`src/rtl/mau_pkg.sv`:
```
// Package for the modular arithmetic unit: opcodes, controller commands and
// register addresses. Used by the datapath, the controller and the top level of the unit.
package mau_pkg;

  localparam int ModW = 31;

  localparam logic [2:0] OP_ADD = 3'd0;
  localparam logic [2:0] OP_SUB = 3'd1;
  localparam logic [2:0] OP_NEG = 3'd2;
  localparam logic [2:0] OP_MUL = 3'd3;
  localparam logic [2:0] OP_DIV = 3'd4;
  localparam logic [2:0] OP_POW = 3'd5;
  localparam logic [2:0] OP_INV = 3'd6;

  localparam logic [30:0] MODULUS_RESET = 31'd998244353;
  localparam logic [0:0] ADDR_MODULUS = 1'b0;

  // Datapath commands from the controller.
  typedef enum logic [3:0] {
    CMD_NONE,
    CMD_LOAD,     // capture operands and modulus
    CMD_RED_STEP, // one bit of the shift-subtract reduction of a and b
    CMD_SETUP,    // choose base and exponent, acc = 1
    CMD_MUL_ACC,  // start acc * base reduction
    CMD_MUL_SQ,   // start base * base reduction
    CMD_MUL_AB,   // start a * b (multiply) or a * acc (divide) reduction
    CMD_PRED_STEP,// one bit of the product reduction
    CMD_PRED_DONE,// write reduced product back
    CMD_SHIFT,    // shift exponent right
    CMD_FINISH    // compute result into output register
  } cmd_e;

  typedef struct packed {
    cmd_e       cmd;
    logic [1:0] dst; // 0 acc, 1 base, 2 multiply or divide product into acc
  } mau_ctl_t;

  typedef struct packed {
    logic exp_zero;
    logic exp_lsb;
    logic red_last;
    logic pred_last;
    logic is_mul;
    logic is_exp_op;
    logic is_div;
    logic div_phase2;
    logic mod_small;
  } mau_sts_t;

endpackage

```
`src/rtl/mau_datapath.sv`:
```
// Datapath of the modular arithmetic unit: operand registers, one 31x31
// multiplier and bit-serial shift-subtract reducers. Depends on mau_pkg.
module mau_datapath
  import mau_pkg::*;
#(
  parameter int EXP_WIDTH = 64
) (
  input  logic                 clk_i,
  input  logic                 rst_ni,
  input  mau_ctl_t             ctl_i,
  output mau_sts_t             sts_o,
  input  logic [ModW-1:0]      modulus_i,
  input  logic [2:0]           opcode_i,
  input  logic [31:0]          operand_a_i,
  input  logic [63:0]          operand_b_i,
  output logic [ModW-1:0]      result_o
);

  localparam int RedCntW = 7;
  // The exponent register also holds modulus minus two for inverse and divide.
  localparam int ExpQW = (EXP_WIDTH > ModW) ? EXP_WIDTH : ModW;

  logic [2:0]           op_q;
  logic [ModW-1:0]      m_q;
  logic [63:0]          raw_b_q;
  logic [63:0]          ra_q, rb_q;       // reduction shift registers
  logic [ModW:0]        rema_q, remb_q;   // partial remainders
  logic [RedCntW-1:0]   cnt_q;
  logic [ModW-1:0]      a_q, b_q, acc_q, base_q;
  logic [ExpQW-1:0]     exp_q;
  logic [61:0]          prod_q;
  logic [ModW:0]        prem_q;
  logic                 phase2_q;
  logic [1:0]           dst_q;

  // One restoring step: shift in a bit, subtract m if possible.
  function automatic logic [ModW:0] red_bit(logic [ModW:0] r, logic bin, logic [ModW-1:0] m);
    logic [ModW+1:0] t;
    t = {r, bin};
    if (t >= {2'b00, m}) t = t - {2'b00, m};
    return t[ModW:0];
  endfunction

  logic [61:0] mul_a, mul_b_w;
  logic [ModW-1:0] mx, my;
  always_comb begin
    mx = acc_q; my = base_q;
    unique case (ctl_i.cmd)
      CMD_MUL_SQ: begin mx = base_q; my = base_q; end
      CMD_MUL_AB: begin mx = a_q;    my = (op_q == OP_MUL) ? b_q : acc_q; end
      default:    begin mx = acc_q;  my = base_q; end
    endcase
    mul_a = {31'd0, mx} * {31'd0, my};
    mul_b_w = mul_a;
  end

  logic [ExpQW-1:0] mexp;
  always_comb begin
    mexp = ExpQW'(m_q - 31'd2);
  end

  always_ff @(posedge clk_i or negedge rst_ni) begin
    if (!rst_ni) begin
      cnt_q    <= '0;
      phase2_q <= 1'b0;
    end else begin
      unique case (ctl_i.cmd)
        CMD_LOAD: begin
          cnt_q    <= '0;
          phase2_q <= 1'b0;
        end
        CMD_RED_STEP, CMD_PRED_STEP: cnt_q <= cnt_q + RedCntW'(1);
        CMD_MUL_ACC, CMD_MUL_SQ, CMD_MUL_AB: cnt_q <= '0;
        CMD_SETUP: if (op_q == OP_DIV && !phase2_q) phase2_q <= 1'b0;
        CMD_PRED_DONE: if (dst_q == 2'd2) phase2_q <= 1'b1;
        default: ;
      endcase
    end
  end

  always_ff @(posedge clk_i) begin
    unique case (ctl_i.cmd)
      CMD_LOAD: begin
        op_q    <= opcode_i;
        m_q     <= modulus_i;
        raw_b_q <= operand_b_i;
        ra_q    <= {operand_a_i, 32'd0};
        rb_q    <= operand_b_i;
        rema_q  <= '0;
        remb_q  <= '0;
      end
      CMD_RED_STEP: begin
        if (cnt_q < RedCntW'(32)) begin
          rema_q <= red_bit(rema_q, ra_q[63], m_q);
          ra_q   <= {ra_q[62:0], 1'b0};
        end
        remb_q <= red_bit(remb_q, rb_q[63], m_q);
        rb_q   <= {rb_q[62:0], 1'b0};
        a_q    <= rema_q[ModW-1:0];
        b_q    <= remb_q[ModW-1:0];
      end
      CMD_SETUP: begin
        acc_q <= 31'd1;
        if (op_q == OP_POW) begin
          base_q <= a_q;
          exp_q  <= ExpQW'(raw_b_q[EXP_WIDTH-1:0]);
        end else if (op_q == OP_INV) begin
          base_q <= a_q;
          exp_q  <= mexp;
        end else begin
          base_q <= b_q;
          exp_q  <= mexp;
        end
      end
      CMD_MUL_ACC, CMD_MUL_SQ, CMD_MUL_AB: begin
        prod_q <= mul_b_w;
        prem_q <= '0;
        dst_q  <= ctl_i.dst;
      end
      CMD_PRED_STEP: begin
        prem_q <= red_bit(prem_q, prod_q[61], m_q);
        prod_q <= {prod_q[60:0], 1'b0};
      end
      CMD_PRED_DONE: begin
        if (dst_q == 2'd1) base_q <= prem_q[ModW-1:0];
        else acc_q <= prem_q[ModW-1:0];
      end
      CMD_SHIFT: exp_q <= exp_q >> 1;
      CMD_FINISH: begin
        logic [ModW:0] s;
        logic [ModW:0] d;
        s = {1'b0, a_q} + {1'b0, b_q};
        d = {1'b0, a_q} - {1'b0, b_q};
        if (m_q < 31'd2) result_o <= '0;
        else begin
          unique case (op_q)
            OP_ADD: result_o <= (s >= {1'b0, m_q}) ? ModW'(s - {1'b0, m_q}) : s[ModW-1:0];
            OP_SUB: result_o <= (a_q >= b_q) ? d[ModW-1:0] : ModW'(d + {1'b0, m_q});
            OP_NEG: result_o <= (a_q == '0) ? '0 : m_q - a_q;
            OP_MUL, OP_DIV, OP_POW, OP_INV: result_o <= acc_q;
            default: result_o <= '0;
          endcase
        end
      end
      default: ;
    endcase
  end

  always_comb begin
    sts_o.exp_zero   = (exp_q == '0);
    sts_o.exp_lsb    = exp_q[0];
    sts_o.red_last   = (cnt_q == RedCntW'(64));
    // All 62 product bits are shifted in before the write-back.
    sts_o.pred_last  = (cnt_q == RedCntW'(62));
    sts_o.is_mul     = (op_q == OP_MUL);
    sts_o.is_exp_op  = (op_q == OP_POW) || (op_q == OP_INV) || (op_q == OP_DIV);
    sts_o.is_div     = (op_q == OP_DIV);
    sts_o.div_phase2 = phase2_q;
    sts_o.mod_small  = (m_q < 31'd2);
  end

endmodule

```
`src/rtl/mau_ctrl.sv`:
```
// Controller of the modular arithmetic unit: sequences reduction, the
// square-and-multiply loop and the output handshake. Depends on mau_pkg.
module mau_ctrl
  import mau_pkg::*;
(
  input  logic     clk_i,
  input  logic     rst_ni,
  input  logic     in_valid_i,
  output logic     in_stall_o,
  output logic     out_valid_o,
  input  logic     out_stall_i,
  input  mau_sts_t sts_i,
  output mau_ctl_t ctl_o
);

  localparam logic [3:0] S_IDLE  = 4'd0;
  localparam logic [3:0] S_RED   = 4'd1;
  localparam logic [3:0] S_SETUP = 4'd2;
  localparam logic [3:0] S_TEST  = 4'd3;
  localparam logic [3:0] S_MACC  = 4'd4;
  localparam logic [3:0] S_PRED  = 4'd5;
  localparam logic [3:0] S_MSQ   = 4'd6;
  localparam logic [3:0] S_SHIFT = 4'd7;
  localparam logic [3:0] S_MAB   = 4'd8;
  localparam logic [3:0] S_FIN   = 4'd9;
  localparam logic [3:0] S_OUT   = 4'd10;

  logic [3:0] state_q, state_d;
  logic [1:0] next_q, next_d; // where to go after a product reduction
  logic       valid_q, valid_d;

  always_comb begin
    state_d = state_q;
    next_d  = next_q;
    valid_d = valid_q;
    ctl_o.cmd = CMD_NONE;
    ctl_o.dst = 2'd0;
    if (valid_q && !out_stall_i) valid_d = 1'b0;
    unique case (state_q)
      S_IDLE: if (in_valid_i) begin
        ctl_o.cmd = CMD_LOAD;
        state_d = S_RED;
      end
      S_RED: begin
        ctl_o.cmd = CMD_RED_STEP;
        if (sts_i.red_last) begin
          if (sts_i.mod_small) state_d = S_FIN;
          else if (sts_i.is_exp_op) state_d = S_SETUP;
          else if (sts_i.is_mul) state_d = S_MAB;
          else state_d = S_FIN;
        end
      end
      S_SETUP: begin ctl_o.cmd = CMD_SETUP; state_d = S_TEST; end
      S_TEST: begin
        if (sts_i.exp_zero) state_d = sts_i.is_div ? S_MAB : S_FIN;
        else if (sts_i.exp_lsb) state_d = S_MACC;
        else state_d = S_MSQ;
      end
      S_MACC: begin ctl_o.cmd = CMD_MUL_ACC; ctl_o.dst = 2'd0; next_d = 2'd0; state_d = S_PRED; end
      S_MSQ:  begin ctl_o.cmd = CMD_MUL_SQ; ctl_o.dst = 2'd1; next_d = 2'd1; state_d = S_PRED; end
      S_MAB: begin
        // Plain multiply forms a * b, divide forms a times the inverse in acc.
        ctl_o.cmd = CMD_MUL_AB; ctl_o.dst = 2'd2; next_d = 2'd2; state_d = S_PRED;
      end
      S_PRED: begin
        ctl_o.cmd = CMD_PRED_STEP;
        if (sts_i.pred_last) begin
          ctl_o.cmd = CMD_PRED_DONE;
          ctl_o.dst = next_q;
          unique case (next_q)
            2'd0:    state_d = S_MSQ;
            2'd1:    state_d = S_SHIFT;
            default: state_d = S_FIN;
          endcase
        end
      end
      S_SHIFT: begin ctl_o.cmd = CMD_SHIFT; state_d = S_TEST; end
      // The output register is overwritten only once the previous result has left.
      S_FIN: if (!valid_q || !out_stall_i) begin
        ctl_o.cmd = CMD_FINISH;
        state_d = S_OUT;
      end
      S_OUT: begin
        valid_d = 1'b1;
        state_d = S_IDLE;
      end
      default: state_d = S_IDLE;
    endcase
  end

  always_ff @(posedge clk_i or negedge rst_ni) begin
    if (!rst_ni) begin
      state_q <= S_IDLE;
      next_q  <= 2'd0;
      valid_q <= 1'b0;
    end else begin
      state_q <= state_d;
      next_q  <= next_d;
      valid_q <= valid_d;
    end
  end

  assign in_stall_o  = (state_q != S_IDLE);
  assign out_valid_o = valid_q;

endmodule

```
`src/rtl/modular_arithmetic_unit.sv`:
```
// Modular arithmetic unit: add, subtract, negate, multiply, divide, power and
// inverse modulo a configurable modulus. Top level; depends on mau_pkg, mau_ctrl, mau_datapath.
//
// One request is worked on at a time; a finished result waits in the output
// register while the next request is already taken. Both operands are first
// reduced by a bit-serial shift-subtract loop. Every modular product uses the
// single 31x31 multiplier and then a 62-step serial reduction. Add, subtract and
// negate finish right after operand reduction; multiply adds one product. Power
// and inverse square the base once per exponent bit and multiply it into the
// accumulator for each set bit, over the exponent's length (up to EXP_WIDTH bits
// for power, 31 for inverse); divide adds one more product. A modulus below two
// gives zero right after operand reduction.
module modular_arithmetic_unit
  import mau_pkg::*;
#(
  parameter int EXP_WIDTH = 64
) (
  input  logic              clk_i,
  input  logic              rst_ni,
  input  logic              psel,
  input  logic              penable,
  input  logic              pwrite,
  input  logic [2:0]        paddr,
  input  logic [31:0]       pwdata,
  output logic [31:0]       prdata,
  output logic              pready,
  input  logic              in_valid_i,
  output logic              in_stall_o,
  input  logic [2:0]        opcode_i,
  input  logic [31:0]       operand_a_i,
  input  logic [63:0]       operand_b_i,
  output logic              out_valid_o,
  input  logic              out_stall_i,
  output logic [ModW-1:0]   result_o
);

  logic [ModW-1:0] modulus_q;
  mau_ctl_t ctl;
  mau_sts_t sts;

  assign pready = 1'b1;
  always_ff @(posedge clk_i or negedge rst_ni) begin
    if (!rst_ni) modulus_q <= MODULUS_RESET;
    else if (psel && penable && pwrite && paddr[2] == ADDR_MODULUS)
      modulus_q <= pwdata[ModW-1:0];
  end
  assign prdata = (paddr[2] == ADDR_MODULUS) ? {1'b0, modulus_q} : '0;

  mau_ctrl u_ctrl (
    .clk_i, .rst_ni, .in_valid_i, .in_stall_o, .out_valid_o, .out_stall_i,
    .sts_i(sts), .ctl_o(ctl)
  );

  mau_datapath #(.EXP_WIDTH(EXP_WIDTH)) u_dp (
    .clk_i, .rst_ni, .ctl_i(ctl), .sts_o(sts), .modulus_i(modulus_q),
    .opcode_i, .operand_a_i, .operand_b_i, .result_o
  );

endmodule

```
`config.mk`:
```
export PLATFORM = sky130hd
export DESIGN_NAME = modular_arithmetic_unit
export DESIGN_NICKNAME = d
export VERILOG_FILES = /design/src/rtl/mau_pkg.sv /design/src/rtl/mau_datapath.sv /design/src/rtl/mau_ctrl.sv /design/src/rtl/modular_arithmetic_unit.sv
export SDC_FILE = /design/constraint.sdc
export NUM_CORES = 2
export LEC_CHECK = 0
export BUFFER_PORTS_ARGS = -buffer_cell sky130_fd_sc_hd__buf_2
export CAP_MARGIN = 20
export CORE_ASPECT_RATIO = 1.25
export CORE_UTILIZATION = 50
export CTS_CLUSTER_DIAMETER = 200
export DETAILED_ROUTE_END_ITERATION = 12
export PLACE_DENSITY = 0.66
export SKIP_LAST_GASP = 1
export SYNTH_ARGS = -nofsm -noshare
export SYNTH_HDL_FRONTEND = slang
export SYNTH_HIERARCHICAL = 1
export SYNTH_SLANG_ARGS = --single-unit
```
`constraint.sdc`:
```
create_clock -name clk_i -period 14.71 [get_ports clk_i]
set_input_delay 0.7355 -clock clk_i [delete_from_list [all_inputs] [get_ports clk_i]]
set_output_delay 0.7355 -clock clk_i [all_outputs]
set_load 0.005 [all_outputs]
```
==> impl.org <==
** Worst hold path
- Worst-case hold path end point :: u_dp/op_q[0]
- The tightest min-delay check is of the in -> reg type.
- Counting instances, the worst hold path has a depth of 1.
- In this run the most critical hold path is launched from opcode_i[0].

** Timing
- Smallest hold slack :: 0.193 ns
- The number of endpoints with negative hold slack in the final report is 0.
- Setup violations remaining at the end of the flow were counted as 0.
- Static timing analysis puts the maximum clock frequency at 79.2 MHz.
- Dividing the final minimum period by the clock period gives 85.8%.
- At the pin with the least slew margin, the transition time is 1.23 ns.
- Final count of pins violating max slew :: 0
- Largest clock skew in the final design :: 0.0986 ns
- After routing, the total negative slack on setup checks comes to 0 ns.
- Setup repair after global routing left no endpoint under its margin.
- Worst-case headroom to the max-slew limit :: 18.1%
- The worst path in the final design needs a cycle of 12.63 ns, including I/O delays and setup.

** Setup path
- The worst register-to-register path ends at u_dp/prod_q[61].
- Arr. time, crit path :: 13.05 ns
- The worst setup path is captured at a flip-flop.
- The most numerous cell type found on the critical path is fa_1.
- Setup CP Type :: reg -> reg
- Of all nets on the critical path, the largest fanout is 54.
- Reg-to-reg slack, setup :: 2.08 ns
- Counting cells, the worst reg-to-reg path comes to 36.
- For the worst setup path, the data required time is 15.14 ns.
- Slowest CP cell :: nor3b_1
- CP max stage delay :: 0.81 ns
- The worst setup path is launched from a flip-flop.
- The worst register-to-register path begins at u_dp/cnt_q[5].

** Placement
- Instance count after placement with tap cells included :: 9646
- Detailed placement finished with a half-perimeter wire length of 204 mm.
- In this run the cell area measured after placement is 0.0749 mm2.
- Number of I/O port buffers :: 201
- Final Wtd Congestion :: 1.01

** CTS
- For this design, the sink count on the clock tree is 618.
- Clock insertion delay at the later pin of the skew report :: 0.73 ns
- TritonCTS built the clock tree.
- Clock tree synthesis inserted a total of 74 buffers.
- Post-CTS resize count :: 0
- Buffers added to address setup during post-CTS repair amount to 0.
- Max H-tree Level :: 3
- The clock passes through at most 3 buffers.
- Clock-pin slew on the worst setup and hold paths :: 0.06 ns
- The cell sitting at the root of the clock tree is a clkbuf_16.

** Layout
- In the final design database the tool counted 9347 nets.
- After the flow finishes, the layout carries non-filler instances totaling 9784.
- Relative to the synthesized area, the layout overhead comes to 8.54%.
- Number of fillers in the final layout :: 12900
- Share of final-layout standard cells stronger than drive strength 1 :: 8.66%
- Summing all non-filler instances in the final layout gives an area of 0.0774 mm2.

** Synthesis
- Cell area after technology mapping :: 0.0713 mm2
- The cell count after synthesis came out at 7793.
- Average cell area after synthesis :: 9.15 um2
- Yosys printed 6 warnings.
- Post-synthesis net count :: 9284

** Floorplan
- From bottom edge to top edge, the die measures 424 um.
- The floorplan step defined a die boundary enclosing 0.144 mm2.
- From left edge to right edge, the die measures 340 um.
- Site row count :: 154
- The core region is 0.141 mm2.
- For this configuration, the core starts out at a cell density of 50.5%.
- Boundary pin count :: 207

** Route
- First-pass iteration count of the detailed router :: 6
- DRC violation count after routing :: 0
- Routed via count :: 58600
- Average via count per standard cell :: 5.99
- For this block, the routed nets add up to 258 mm of wire.
- In the final routed layout, each cell accounts on average for 26.4 um.
- Antenna Nets Post-Route :: 0
- Number of violations reported at the end of detailed-routing iteration 0 :: 4946

** Global route
- The initial antenna violation count was 11.
- Maximum number of pins on one net before global-route repair :: 105
- Total global-route track usage :: 35.8%
- The total overflow left after global routing is 0.
- The via count of the first global-routing pass came to 60200.
- First-pass GRT wire length :: 381 mm

** Run
- Maximum capacitance violations :: 0

** Status
- The run finished with clean final reports.
## placed cells by master (no fill, tap or decap), drive strengths merged, types with 29 or more instances in the layout
cell	instances
nand2	1092
inv	960
nor2	900
fa	845
edfxtp	573
ha	505
a21oi	463
buf	374
o21ai	312
xnor2	195
a21o	153
nor2b	99
nor3	96
xor2	89
clkbuf	85
o21bai	82
nand3	74
mux2i	72
nand2b	70
and2	61
a31oi	58
mux2	58
a211oi	54
nand4	53
o21a	47
nor4	42
dfrtp	38
or3	34
and3	33
o31ai	32
clkinv	30
o221ai	29
## registers in the layout, indices dropped and copies added, names as in the netlist, 3 cells and up
register        count
u_dp/base_q        31
u_dp/ra_q          32
u_dp/prod_q        62
modulus_q          31
u_dp/a_q           31
u_dp/prem_q        32
u_ctrl/state_q      4
u_dp/m_q           31
u_dp/result_o      31
u_dp/rema_q        32
u_dp/b_q           31
u_dp/op_q           3
u_dp/rb_q          64
u_dp/exp_q         64
u_dp/cnt_q          7
u_dp/raw_b_q       64
u_dp/remb_q        32
u_dp/acc_q         31
## through the flow
step / setup WS (ns) / utilization, %
finish: 2.08 / 54.8
detailed placement: 2.40 / 53.0
floorplan: 2.13 / -
global route: 1.61 / 54.8
global placement: 2.50 / 53.0
CTS: 2.21 / 54.8
## layout make-up
cell class	instances	area [um2]	area share [%]
flip-flops and latches	618	18300	23.7
clock inverters	44	534	0.690
clock buffers	85	1900	2.46
inverters	955	3590	4.64
diodes	3	7.51	0.00970
multi-input cells	5832	48300	62.4
repair buffers	375	2380	3.07
well taps	1872	2340	3.03
## repair_timing
action                                 CTS  global route
hold buffers                             0             1
endpoints found under the hold margin    0            17
setup endpoints to repair                0             0
## per-layer routing
layer / part of all wire [%] / up-vias / GRT usage [%]
li1: - / 26100 / -
met1: 36 / 29100 / 40.8
met2: 47 / 2539 / 59.3
met3: 7.4 / 882 / 6.58
met4: 9.5 / 2 / 28.4
met5: 0.0027 / - / 0
## worst max-delay path, delay by kind of cell, from the launching register on
family          cells  cell delay [ns]
compound gates     10             2.81
fa+ha+maj           9             3.98
buf+inv             6             1.34
flops               1             0.47
simple gates       11             3.65
## how the worst max path moves through the flow
| stage | cells past startpoint | slack (ns) | startpoint | endpoint |
|---|---|---|---|---|
| 2_1_floorplan | 33 | 2.13 | u_ctrl/state_q[0] | u_dp/prod_q[61] |
| 3_3_place_gp | 34 | 2.50 | u_dp/cnt_q[5] | u_dp/prod_q[61] |
| 3_5_place_dp | 34 | 2.40 | u_dp/cnt_q[5] | u_dp/prod_q[61] |
| 4_1_cts | 34 | 2.21 | u_dp/cnt_q[5] | u_dp/prod_q[61] |
| 5_1_grt | 36 | 1.61 | u_dp/cnt_q[5] | u_dp/prod_q[61] |
| 6_report | 36 | 2.08 | u_dp/cnt_q[5] | u_dp/prod_q[61] |
Power is not shown: default switching activity piles up to over one toggle a cycle in this logic, so the estimate is an artifact.
